### src/rtl/kts_pkg.sv
// ----------------------------------------------------------------------------
// kts_pkg
// Shared types and constants of the keyword token scanner: token kinds,
// scan modes, the scan state and one result record.
// ----------------------------------------------------------------------------
package kts_pkg;

  localparam int unsigned PrefixChars = 5;
  localparam int unsigned QueueDepth  = 4;
  localparam int unsigned QcntW       = $clog2(QueueDepth + 1);

  typedef enum logic [3:0] {
    KIND_NUM     = 4'd0,
    KIND_IDENT   = 4'd1,
    KIND_PRINT   = 4'd2,
    KIND_ASSIGN  = 4'd3,
    KIND_IF      = 4'd4,
    KIND_ELSE    = 4'd5,
    KIND_FOR     = 4'd6,
    KIND_WHILE   = 4'd7,
    KIND_DEF     = 4'd8,
    KIND_COLON   = 4'd9,
    KIND_NEWLINE = 4'd10,
    KIND_END     = 4'd11
  } token_kind_t;

  typedef enum logic [1:0] {
    MODE_IDLE  = 2'd0,
    MODE_NUM   = 2'd1,
    MODE_IDENT = 2'd2
  } scan_mode_t;

  // Packed keyword text, first character in the low byte.
  localparam logic [39:0] KW_PRINT = 40'h74_6E_69_72_70;
  localparam logic [39:0] KW_IF    = 40'h00_00_00_66_69;
  localparam logic [39:0] KW_ELSE  = 40'h00_65_73_6C_65;
  localparam logic [39:0] KW_FOR   = 40'h00_00_72_6F_66;
  localparam logic [39:0] KW_WHILE = 40'h65_6C_69_68_77;
  localparam logic [39:0] KW_DEF   = 40'h00_00_66_65_64;

  localparam logic [7:0] CH_NEWLINE = 8'h0A;
  localparam logic [7:0] CH_ASSIGN  = 8'h3D;
  localparam logic [7:0] CH_COLON   = 8'h3A;
  localparam logic [7:0] CH_END     = 8'h00;

  typedef struct packed {
    logic [1:0]  mode;
    logic [7:0]  run_length;
    logic [39:0] prefix;
    logic [15:0] counter;
  } scan_state_t;

  typedef struct packed {
    logic        is_char;
    logic [7:0]  char_value;
    logic [3:0]  token_kind;
    logic [7:0]  token_length;
    logic [15:0] token_index;
    logic        last;
  } token_rec_t;

  // Final kind of a closed identifier.
  function automatic logic [3:0] classify(input logic [7:0] len, input logic [39:0] prefix);
    logic [3:0] kind;
    kind = KIND_IDENT;
    if (len == 8'd5 && prefix == KW_PRINT) kind = KIND_PRINT;
    if (len == 8'd2 && prefix == KW_IF)    kind = KIND_IF;
    if (len == 8'd4 && prefix == KW_ELSE)  kind = KIND_ELSE;
    if (len == 8'd3 && prefix == KW_FOR)   kind = KIND_FOR;
    if (len == 8'd5 && prefix == KW_WHILE) kind = KIND_WHILE;
    if (len == 8'd3 && prefix == KW_DEF)   kind = KIND_DEF;
    return kind;
  endfunction

endpackage

### src/rtl/kts_step.sv
// ----------------------------------------------------------------------------
// kts_step
// Per-byte scan logic: from the current state and one byte, form up to two
// result records and the next scan state.
// ----------------------------------------------------------------------------
module kts_step (
  input  logic [7:0]           char_in,
  input  kts_pkg::scan_state_t st,
  output kts_pkg::scan_state_t st_nxt,
  output kts_pkg::token_rec_t  rec0,
  output kts_pkg::token_rec_t  rec1,
  output logic [1:0]           nrec
);
  import kts_pkg::*;

  logic        is_dig;
  logic        is_let;
  logic        in_num;
  logic        in_ident;
  logic        cont;
  logic [7:0]  len_inc;
  logic [39:0] prefix_app;
  logic [15:0] cnt1;
  logic [15:0] cnt2;
  token_rec_t  rec_a;
  token_rec_t  rec_b;
  logic        have_a;
  logic        have_b;

  assign is_dig   = (char_in >= 8'h30) && (char_in <= 8'h39);
  assign is_let   = ((char_in >= 8'h61) && (char_in <= 8'h7A)) ||
                    ((char_in >= 8'h41) && (char_in <= 8'h5A));
  assign in_num   = (st.mode == MODE_NUM);
  assign in_ident = (st.mode == MODE_IDENT);
  assign cont     = (in_num && is_dig) || (in_ident && (is_dig || is_let));
  assign len_inc  = (st.run_length == 8'hFF) ? st.run_length : st.run_length + 8'd1;

  // Keep the first five identifier characters only.
  always_comb begin
    prefix_app = st.prefix;
    if (in_ident) begin
      case (st.run_length)
        8'd0:    prefix_app[7:0]   = char_in;
        8'd1:    prefix_app[15:8]  = char_in;
        8'd2:    prefix_app[23:16] = char_in;
        8'd3:    prefix_app[31:24] = char_in;
        8'd4:    prefix_app[39:32] = char_in;
        default: prefix_app = st.prefix;
      endcase
    end
  end

  always_comb begin
    st_nxt = '0;
    rec_a  = '0;
    rec_b  = '0;
    have_a = 1'b0;
    have_b = 1'b0;
    cnt1   = st.counter;
    cnt2   = st.counter;
    if (cont) begin
      st_nxt            = st;
      st_nxt.prefix     = prefix_app;
      st_nxt.run_length = len_inc;
      have_a            = 1'b1;
      rec_a.is_char     = 1'b1;
      rec_a.char_value  = char_in;
      rec_a.token_kind  = in_ident ? KIND_IDENT : KIND_NUM;
      rec_a.token_length = len_inc;
      rec_a.token_index = st.counter;
    end else begin
      if (in_num || in_ident) begin
        have_a             = 1'b1;
        rec_a.token_kind   = in_ident ? classify(st.run_length, st.prefix) : KIND_NUM;
        rec_a.token_length = st.run_length;
        rec_a.token_index  = st.counter;
        cnt1 = (st.counter == 16'hFFFF) ? st.counter : st.counter + 16'd1;
      end
      cnt2 = (cnt1 == 16'hFFFF) ? cnt1 : cnt1 + 16'd1;
      st_nxt.counter = cnt1;
      if (char_in == CH_END) begin
        have_b            = 1'b1;
        rec_b.token_kind  = KIND_END;
        rec_b.token_index = cnt1;
        st_nxt            = '0;
      end else if (is_dig || is_let) begin
        have_b             = 1'b1;
        st_nxt.mode        = is_dig ? MODE_NUM : MODE_IDENT;
        st_nxt.run_length  = 8'd1;
        st_nxt.prefix      = is_let ? {32'd0, char_in} : 40'd0;
        rec_b.is_char      = 1'b1;
        rec_b.char_value   = char_in;
        rec_b.token_kind   = is_dig ? KIND_NUM : KIND_IDENT;
        rec_b.token_length = 8'd1;
        rec_b.token_index  = cnt1;
      end else if (char_in == CH_NEWLINE || char_in == CH_ASSIGN || char_in == CH_COLON) begin
        have_b             = 1'b1;
        rec_b.char_value   = char_in;
        rec_b.token_kind   = (char_in == CH_NEWLINE) ? KIND_NEWLINE :
                             (char_in == CH_ASSIGN) ? KIND_ASSIGN : KIND_COLON;
        rec_b.token_length = 8'd1;
        rec_b.token_index  = cnt1;
        st_nxt.counter     = cnt2;
      end
    end
  end

  // Pack the records to the front and mark the last one.
  always_comb begin
    rec0 = have_a ? rec_a : rec_b;
    rec1 = rec_b;
    nrec = {1'b0, have_a} + {1'b0, have_b};
    rec0.last = !(have_a && have_b);
    rec1.last = 1'b1;
  end

endmodule

### src/rtl/keyword_token_scanner.sv
// ----------------------------------------------------------------------------
// keyword_token_scanner
// Byte-wide lexer: numbers, identifiers, six keywords and one-byte tokens.
// ----------------------------------------------------------------------------
// Usage:
//   Input channel in_valid / in_stall / in_char_in carries one source byte
//   per item; byte 0 ends the text. The output channel out_valid / out_stall
//   carries result items: streamed token characters, token records and the
//   end record, each with out_last set on the final result of its byte.
//   A byte yields zero, one or two results.
//   Results of a byte are written into the result queue at the edge that
//   accepts it and, when the queue was empty, are visible right after it.
//   Throughput: one byte per cycle while in_stall is low. The scan state
//   updates in the cycle a byte is accepted; its records go to a four-entry
//   result queue that drains one item per cycle while out_stall is low, so
//   a run of two-result bytes is limited by the single output port.
//   in_stall rises while the queue has fewer than two free entries.
//   Reset (rst_n low, synchronous) empties the queue and returns the scan
//   state to idle with the token count at zero.
//   When the receiver stalls, the head item holds on the out_ ports.
// ----------------------------------------------------------------------------
module keyword_token_scanner (
  input  logic        clk,
  input  logic        rst_n,
  input  logic        in_valid,
  output logic        in_stall,
  input  logic [7:0]  in_char_in,
  output logic        out_valid,
  input  logic        out_stall,
  output logic        out_is_char,
  output logic [7:0]  out_char_value,
  output logic [3:0]  out_token_kind,
  output logic [7:0]  out_token_length,
  output logic [15:0] out_token_index,
  output logic        out_last
);
  import kts_pkg::*;

  scan_state_t      state_r;
  scan_state_t      state_nxt;
  token_rec_t       rec0;
  token_rec_t       rec1;
  logic [1:0]       nrec;
  token_rec_t       q_r   [QueueDepth];
  token_rec_t       q_nxt [QueueDepth];
  logic [QcntW-1:0] qcnt_r;
  logic [QcntW-1:0] qcnt_nxt;
  logic [QcntW-1:0] base;
  logic [1:0]       push;
  logic             accept;
  logic             pop;

  // Scan logic for the byte on the input ports.
  kts_step u_step (
    .char_in (in_char_in),
    .st      (state_r),
    .st_nxt  (state_nxt),
    .rec0    (rec0),
    .rec1    (rec1),
    .nrec    (nrec)
  );

  // Hold off input unless two entries are free.
  assign in_stall = (qcnt_r > QcntW'(QueueDepth - 2));
  assign accept   = in_valid && !in_stall;
  assign out_valid = (qcnt_r != '0);
  assign pop      = out_valid && !out_stall;
  assign push     = accept ? nrec : 2'd0;
  assign base     = qcnt_r - QcntW'(pop);
  assign qcnt_nxt = base + QcntW'(push);

  // Shift the queue on pop, append new records behind what remains.
  always_comb begin
    for (int i = 0; i < QueueDepth; i++) begin
      q_nxt[i] = q_r[i];
      if (pop && (i < QueueDepth - 1)) begin
        q_nxt[i] = q_r[i + 1];
      end
      if (QcntW'(i) == base && push != 2'd0) begin
        q_nxt[i] = rec0;
      end
      if (QcntW'(i) == base + QcntW'(1) && push == 2'd2) begin
        q_nxt[i] = rec1;
      end
    end
  end

  always_ff @(posedge clk) begin
    if (!rst_n) begin
      state_r <= '0;
      qcnt_r  <= '0;
    end else begin
      if (accept) begin
        state_r <= state_nxt;
      end
      qcnt_r <= qcnt_nxt;
    end
  end

  // Queue payload carries no reset.
  always_ff @(posedge clk) begin
    for (int i = 0; i < QueueDepth; i++) begin
      q_r[i] <= q_nxt[i];
    end
  end

  assign out_is_char      = q_r[0].is_char;
  assign out_char_value   = q_r[0].char_value;
  assign out_token_kind   = q_r[0].token_kind;
  assign out_token_length = q_r[0].token_length;
  assign out_token_index  = q_r[0].token_index;
  assign out_last         = q_r[0].last;

`ifndef SYNTHESIS
  // The queue never holds more entries than it has.
  a_qcnt_bound: assert property (@(posedge clk) disable iff (!rst_n)
    qcnt_r <= QcntW'(QueueDepth))
    else $error("result queue overflow");

  // The end record always closes the results of its byte.
  a_end_last: assert property (@(posedge clk) disable iff (!rst_n)
    out_valid && out_token_kind == KIND_END |-> out_last)
    else $error("end record without last");

  // Streamed characters belong to a number or an identifier.
  a_char_kind: assert property (@(posedge clk) disable iff (!rst_n)
    out_valid && out_is_char |->
      (out_token_kind == KIND_NUM || out_token_kind == KIND_IDENT))
    else $error("character with bad kind");

  // End of text returns the scanner to idle with the count cleared.
  a_end_clears: assert property (@(posedge clk) disable iff (!rst_n)
    accept && in_char_in == CH_END |=> state_r == '0)
    else $error("state not cleared after end of text");
`endif

endmodule

### config.mk
export PLATFORM = sky130hd
export DESIGN_NAME = keyword_token_scanner
export DESIGN_NICKNAME = d
export VERILOG_FILES = /design/src/rtl/kts_pkg.sv /design/src/rtl/kts_step.sv /design/src/rtl/keyword_token_scanner.sv
export SDC_FILE = /design/constraint.sdc
export NUM_CORES = 1
export LEC_CHECK = 0
export BUFFER_PORTS_ARGS = -buffer_cell sky130_fd_sc_hd__buf_2
export CAP_MARGIN = 20
export CORE_MARGIN = 1.5
export CORE_UTILIZATION = 57
export DETAILED_ROUTE_END_ITERATION = 12
export GPL_TIMING_DRIVEN = 1
export PLACE_DENSITY_LB_ADDON = 0.3
export SYNTH_ARGS = -nofsm -noshare
export SYNTH_HDL_FRONTEND = slang
export SYNTH_HIERARCHICAL = 1
export SYNTH_SLANG_ARGS = --single-unit
export TNS_END_PERCENT = 50
### constraint.sdc
create_clock -name clk -period 6.5 [get_ports clk]
set_input_delay 0.325 -clock clk [delete_from_list [all_inputs] [get_ports clk]]
set_output_delay 0.325 -clock clk [all_outputs]
set_load 0.01 [all_outputs]
==> impl_metrics.toml, run 1 <==
[synthesis]
synth_commonest_cells = "300 x nand2_1, 152 x edfxtp_1, 144 x nor2_1"
synth_cell_type_count = 71
synth_ff_type = "edfxtp_1"
synth_area_leaders = "edfxtp_1 33%, dfxtp_1 10%, nand2_1 8.2%, a31oi_1 5.2%, nor2_1 3.9%"
synth_top_area_cell = "edfxtp_1"
syn_inst = 1626
ys_seq_area_frac = 0.4339
yosysWarnings = 6
synth_area_um2 = 13700
ys_seq_elements = 221
synth-edff-count = 152
synth_most_common_cell = "nand2_1"
yosysTopAreaCellShare = 0.3331
syn_avg_cell_area_um2 = 8.428
async_flop_share = 0

[min_path]
min_to = "state_r[36]"
hp-class = "input pin to flop"
holdPathStages = 5
hold_start = "in_char_in[4]"

[pwr]
cellInternalPower_mw = 3.091
vdd_drop_max_uv = 218.0
clkPwrFrac = 0.306
p_switching_mw = 1.488
power_frac_comb = 0.254
swShare = 0.3249
seqPwrFrac = 0.440
power_density_nw_per_um2 = 308.5
leakagePower_nw = 4.998

[finish]
fillers = 1997
final_util = 0.6305
fin_nets = 1614
area_growth_pct = 8.308
drive_above_1_share = 0.1045
antenna_cells = 0

[grt]
grt.total_usage = 0.2990
antenna_found_initial = 0
grt_pass1_vias = 11030
overflow = 0
grt_pass1_wl_um = 59500
grt_max_degree = 79

[floorplanning]
chipHeight_um = 158.1
rows = 56
die_w_um = 158.1
initial_core_util = 0.5821
core_um2 = 23540
io-pin-count = 52
die_area_um2 = 24980

[sta]
rsz0062_at_grt = "false"
tightest_slew_ns = 1.069
skew_ns = 0.01459
final-hold-violation-count = 0
finalMaxSlewViolations = 0
period_minus_slack_ns = 4.295
fin_hold_ws_ns = 0.2710
final.setup.tns_ns = 0
setup_violations = 0
max_freq_mhz = 232.8
relSlewSlack = 0.2875
fin_crit_sh = 0.6608

[critical_path]
rr_worst_depth = 12
cp.required_ns = 6.48
cp.arrival_ns = 4.28
start_kind = "input pin"
cp_max_fo = 39
worst_path_max_delay_cell = "nand3_2"
r2r_setup_slack_ns = 2.34
crit_chain = "buf_2 > or3_1 > o221a_2 > a21oi_1 > nand2_1 > o21ai_1 > buf_4 > inv_1 > ha_1 > o21ba_2 > nand4_1 > buf_4 > nand3_2"
timing.rr.end = "q_r[1][16]"
cpMostUsedCell = "buf_4"
criticalPathCategory = "input pin to flop"
r2r_start = "qcnt_r[2]"
crit_path_end_kind = "flop"
critical-path-max-stage-delay_ns = 0.82

[clock_tree]
root_buffer = "clkbuf_16"
clock_sinks = 221
numCtsBuffers = 25
cts_hold_buf = 0
cts_max_level = 1
clock_latency_ns = 0.53
postCtsSetupBuffers = 0
cts_resized = 0
cts_tree = "built"
clockBufferDepth = 3
clkTransAtPathRegs_ns = 0.06

[drt]
ant_nets = 0
wl_per_cell_um = 19.18
first_pass_iters = 5
drtIter0Drc = 1389
routed_wirelength_um = 36930
vias_per_cell = 6.400
vias = 12330
drc = 0

[placed_design]
dp.final_hpwl_um = 24820
numPortBuffers = 51
routabilityCongestion = 0.9537

[status]
status = "finished, final reports clean"

[job]
maxCapViolations = 0
## critical path: cells and delay by family
kind            cells  cell delay (ns)
simple gates        4             1.45
compound gates      4             1.24
buf+inv             4             0.87
fa+ha+maj           1             0.37
## cells by family after synthesis
kind of cell | synth area share
other | 0.0005480
XOR/XNOR | 0.01534
multiplexers | 0.04446
AND/OR/NAND/NOR | 0.2589
buffers and inverters | 0.05487
AO/OA/AOI/OAI | 0.1796
flip-flops | 0.4339
adder cells (fa/ha/maj) | 0.01242
## registers in the layout, indices dropped and copies added, names as in the netlist
name	flops
q_r	152
state_r	66
qcnt_r	3
## worst max-delay path by stage
| stage | start | end | slack, ns | cells after the start |
|---|---|---|---|---|
| final | in_char_in[0] | q_r[2][23] | 2.21 | 13 |
| after global routing | in_char_in[0] | q_r[2][18] | 1.85 | 13 |
| after CTS | qcnt_r[2] | q_r[1][20] | 2.19 | 8 |
| after detailed placement | in_char_in[0] | q_r[2][23] | 1.68 | 13 |
| after global placement | in_char_in[0] | q_r[2][23] | 1.84 | 13 |
| after floorplan | in_char_in[0] | q_r[0][0] | 1.20 | 12 |
## through the flow
stage / instance area [um2] / setup slack [ns] / instances / power [mW]
after detailed placement: 13970 / 1.675 / 1879 / 3.133
after global routing: 14840 / 1.854 / 1926 / 4.801
after global placement: 13940 / 1.835 / 1878 / 3.101
final: 14840 / 2.205 / 1926 / 4.579
after CTS: 14790 / 2.190 / 1924 / 4.531
after floorplan: 13740 / 1.203 / 1635 / 2.792
## power groups by stage
stage / Sequential, mW / Combinational [mW] / Clock [mW]
after floorplan: 2.09 / 0.706 / 0
after global placement: 2.04 / 1.06 / 0
after detailed placement: 2.04 / 1.09 / 0
after CTS: 2.01 / 1.09 / 1.42
after global routing: 2.05 / 1.27 / 1.48
final: 2.01 / 1.17 / 1.40
## layout by cell type, fill, tap and decap left out, types with 9 or more instances in the layout
master | Yosys | routed
nand2_1 | 300 | 299
mux2_1 | 12 | 12
a21o_1 | 9 | 9
mux2_4 | 10 | 10
xnor2_1 | 18 | 18
nand4_1 | 57 | 57
dfxtp_1 | 69 | 69
edfxtp_1 | 152 | 152
nor2_1 | 144 | 144
nor3_1 | 51 | 51
and2_1 | 23 | 22
o21ai_0 | 95 | 95
nand3_1 | 89 | 87
ha_1 | 12 | 12
mux2_2 | 19 | 19
conb_1 | 2 | 11
clkbuf_16 | 0 | 25
a21boi_0 | 66 | 66
buf_2 | 28 | 51
a21oi_1 | 46 | 45
buf_4 | 13 | 24
mux2i_1 | 11 | 11
or3_1 | 10 | 10
nor4_1 | 11 | 10
and3_1 | 10 | 9
inv_1 | 20 | 20
a31oi_1 | 115 | 115
o21ai_1 | 12 | 12
nor2b_1 | 16 | 16
## layer usage
layer  vias to the layer above  global-route usage  routed length (um)
met3                        61             0.04626                3939
met5                         -                   0                   0
li1                       5811                   -                   -
met2                       699              0.4632               16260
met1                      5756              0.4383               16010
met4                         0             0.07254                 719
## cell type report
cell class | count | area, um2 | area share
multi-input cells | 1242 | 7082 | 0.4771
flip-flops and latches | 221 | 5946 | 0.4006
clock buffers | 30 | 674.4 | 0.04544
repair buffers | 78 | 518.0 | 0.03490
well taps | 319 | 399.1 | 0.02689
clock inverters | 15 | 145.1 | 0.009778
inverters | 21 | 78.83 | 0.005311
Power figures use the tool's default switching activity.
==> inputs of run 2 (changes only) <==
CORE_UTILIZATION = 63   (was 57)
clock period = 4.2 ns   (was 6.5 ns; I/O delays follow)
==> run 2 against run 1 <==
- sequential power rose by 56%
- combinational power rose by 66%
- clock power rose by 56%
==> impl_metrics.toml, run 2 (synthesis gave the netlist of run 1 again) <==
[critical_path]
start_kind = "flop"
r2r_start = "state_r[13]"
startpoint = "state_r[13]"
critical-path-max-stage-delay_ns = 0.72
cpMostUsedCell = "nand2_1"
crit_chain = "nand3_1 > or4_1 > nand2b_1 > xnor2_1 > ha_1 > o31ai_1 > a211oi_2 > buf_4 > and3_1 > nand2_1 > mux2_1 > o21ai_1 > nand2_1 > a21boi_0"
cp.arrival_ns = 4.41
crit_path_end_kind = "flop"
worst_path_max_delay_cell = "or4_1"
cp.required_ns = 4.66
cp_max_fo = 7
criticalPathCategory = "flop to flop"

[clock_tree]
cts_resized = 0
cts_max_level = 1
clkTransAtPathRegs_ns = 0.06
root_buffer = "clkbuf_16"
clock_latency_ns = 0.54
cts_tree = "built"
clock_sinks = 221
clockBufferDepth = 3
numCtsBuffers = 25

[grt]
antenna_found_initial = 0
overflow = 0
grt_max_degree = 77
grt.total_usage = 0.3520
grt_pass1_vias = 11930
grt_pass1_wl_um = 63070

[pwr]
leakagePower_nw = 5.202
vdd_drop_max_uv = 426.7
power_density_nw_per_um2 = 479.6
power.total_mw = 7.254

[floorplanning]
initial_core_util = 0.6478
rows = 53
io-pin-count = 52
die_w_um = 150.5
core_um2 = 21150
chipHeight_um = 150.5
die_area_um2 = 22650

[sta]
fin_hold_ws_ns = 0.1332
max_freq_mhz = 253.1
skew_ns = 0.02306
tightest_slew_ns = 1.047
finalMaxSlewViolations = 0
layout_setup_ws_ns = 0.2492
final-hold-violation-count = 0
fin_crit_sh = 0.9407
rsz0062_at_grt = "false"
period_minus_slack_ns = 3.951
relSlewSlack = 0.2934
setup_violations = 0

[finish]
final_cell_area_um2 = 15130
largest_reg_flops = 152
fin_nets = 1651
top_register = "q_r"
final_util = 0.7150
antenna_cells = 0
drive_above_1_share = 0.1234
area_growth_pct = 10.37
layout_commonest_cell = "nand2_1"
final_cell_mix = "299 x nand2_1, 152 x edfxtp_1, 144 x nor2_1"
largestRegisters = "q_r x152, state_r x66, qcnt_r x3"

[drt]
drtIter0Drc = 1932
vias_per_cell = 6.768
routed_wirelength_um = 40500
ant_nets = 0
vias = 12990
first_pass_iters = 6
drc = 0
wl_per_cell_um = 21.09

[job]
maxCapViolations = 0

[placed_design]
numPortBuffers = 51
placed_area_um2 = 14260
dp.final_hpwl_um = 25230
routabilityCongestion = 0.9404
post-place-ws_ns = 0.2465

[status]
status = "finished, final reports clean"

[min_path]
hp-class = "input pin to flop"
hold_start = "rst_n"
run 2: cell types whose count changed in the layout (fill, tap and decap cells not counted), moves of 3 or more:
| cell | previous run | this run |
|---|---|---|
| clkinvlp_4 | 4 | 1 |
| buf_16 | 3 | 0 |
| clkbuf_1 | 2 | 5 |
| clkbuf_8 | 3 | 0 |
| buf_12 | 0 | 6 |
| buf_4 | 24 | 58 |
| clkinv_1 | 1 | 6 |
run 2: stage by stage:
stage	std cells	TNS (ns)
3_3_place_gp	1869	0
5_1_grt	1920	0
2_1_floorplan	1635	-43.22
4_1_cts	1915	0
6_report	1920	0
3_5_place_dp	1869	0
run 2: cell type report:
type,instances,area [um2]
Clock buffer,30,644.4
Clock inverter,16,168.9
Fill cell,1590,6028
Inverter,21,78.83
Multi-Input combinational cell,1242,7133
Sequential cell,221,5946
Tap cell,275,344.1
Timing Repair Buffer,115,810.8
run 2: power by group:
| part | leakage, nW | internal [mW] | switching (mW) |
|---|---|---|---|
| Clock | 0.395 | 1.28 | 0.905 |
| Sequential | 2.00 | 2.98 | 0.148 |
| Combinational | 2.81 | 0.548 | 1.39 |
run 2: critical path: cells and delay by family (launching register included):
kind	cells	cell delay [ns]
XOR/XNOR	1	0.24
flip-flops	1	0.48
buffers and inverters	1	0.20
multiplexers	1	0.37
AO/OA/AOI/OAI	4	0.72
adder cells (fa/ha/maj)	1	0.26
AND/OR/NAND/NOR	6	1.58
run 2: final timing paths:
kind,cells past startpoint,slack (ns),end
worst max register to register,14,0.25,state_r[12]
worst min register to register,2,0.48,state_r[49]
worst max-delay path,14,0.25,state_r[12]
worst min-delay path,2,0.13,state_r[54]
run 2: per-layer routing:
| layer | GRT usage | vias to the layer above | part of all wire |
|---|---|---|---|
| li1 | - | 5897 | - |
| met1 | 0.4870 | 6092 | 0.40 |
| met2 | 0.5667 | 895 | 0.46 |
| met3 | 0.05212 | 110 | 0.11 |
| met4 | 0.1172 | 0 | 0.023 |
| met5 | 0 | - | 0 |
run 2: what timing repair did:
| action | in CTS | in global routing |
|---|---|---|
| hold buffers | 0 | 0 |
| endpoints found under the setup margin | 0 | 4 |
| setup buffers | 0 | 4 |
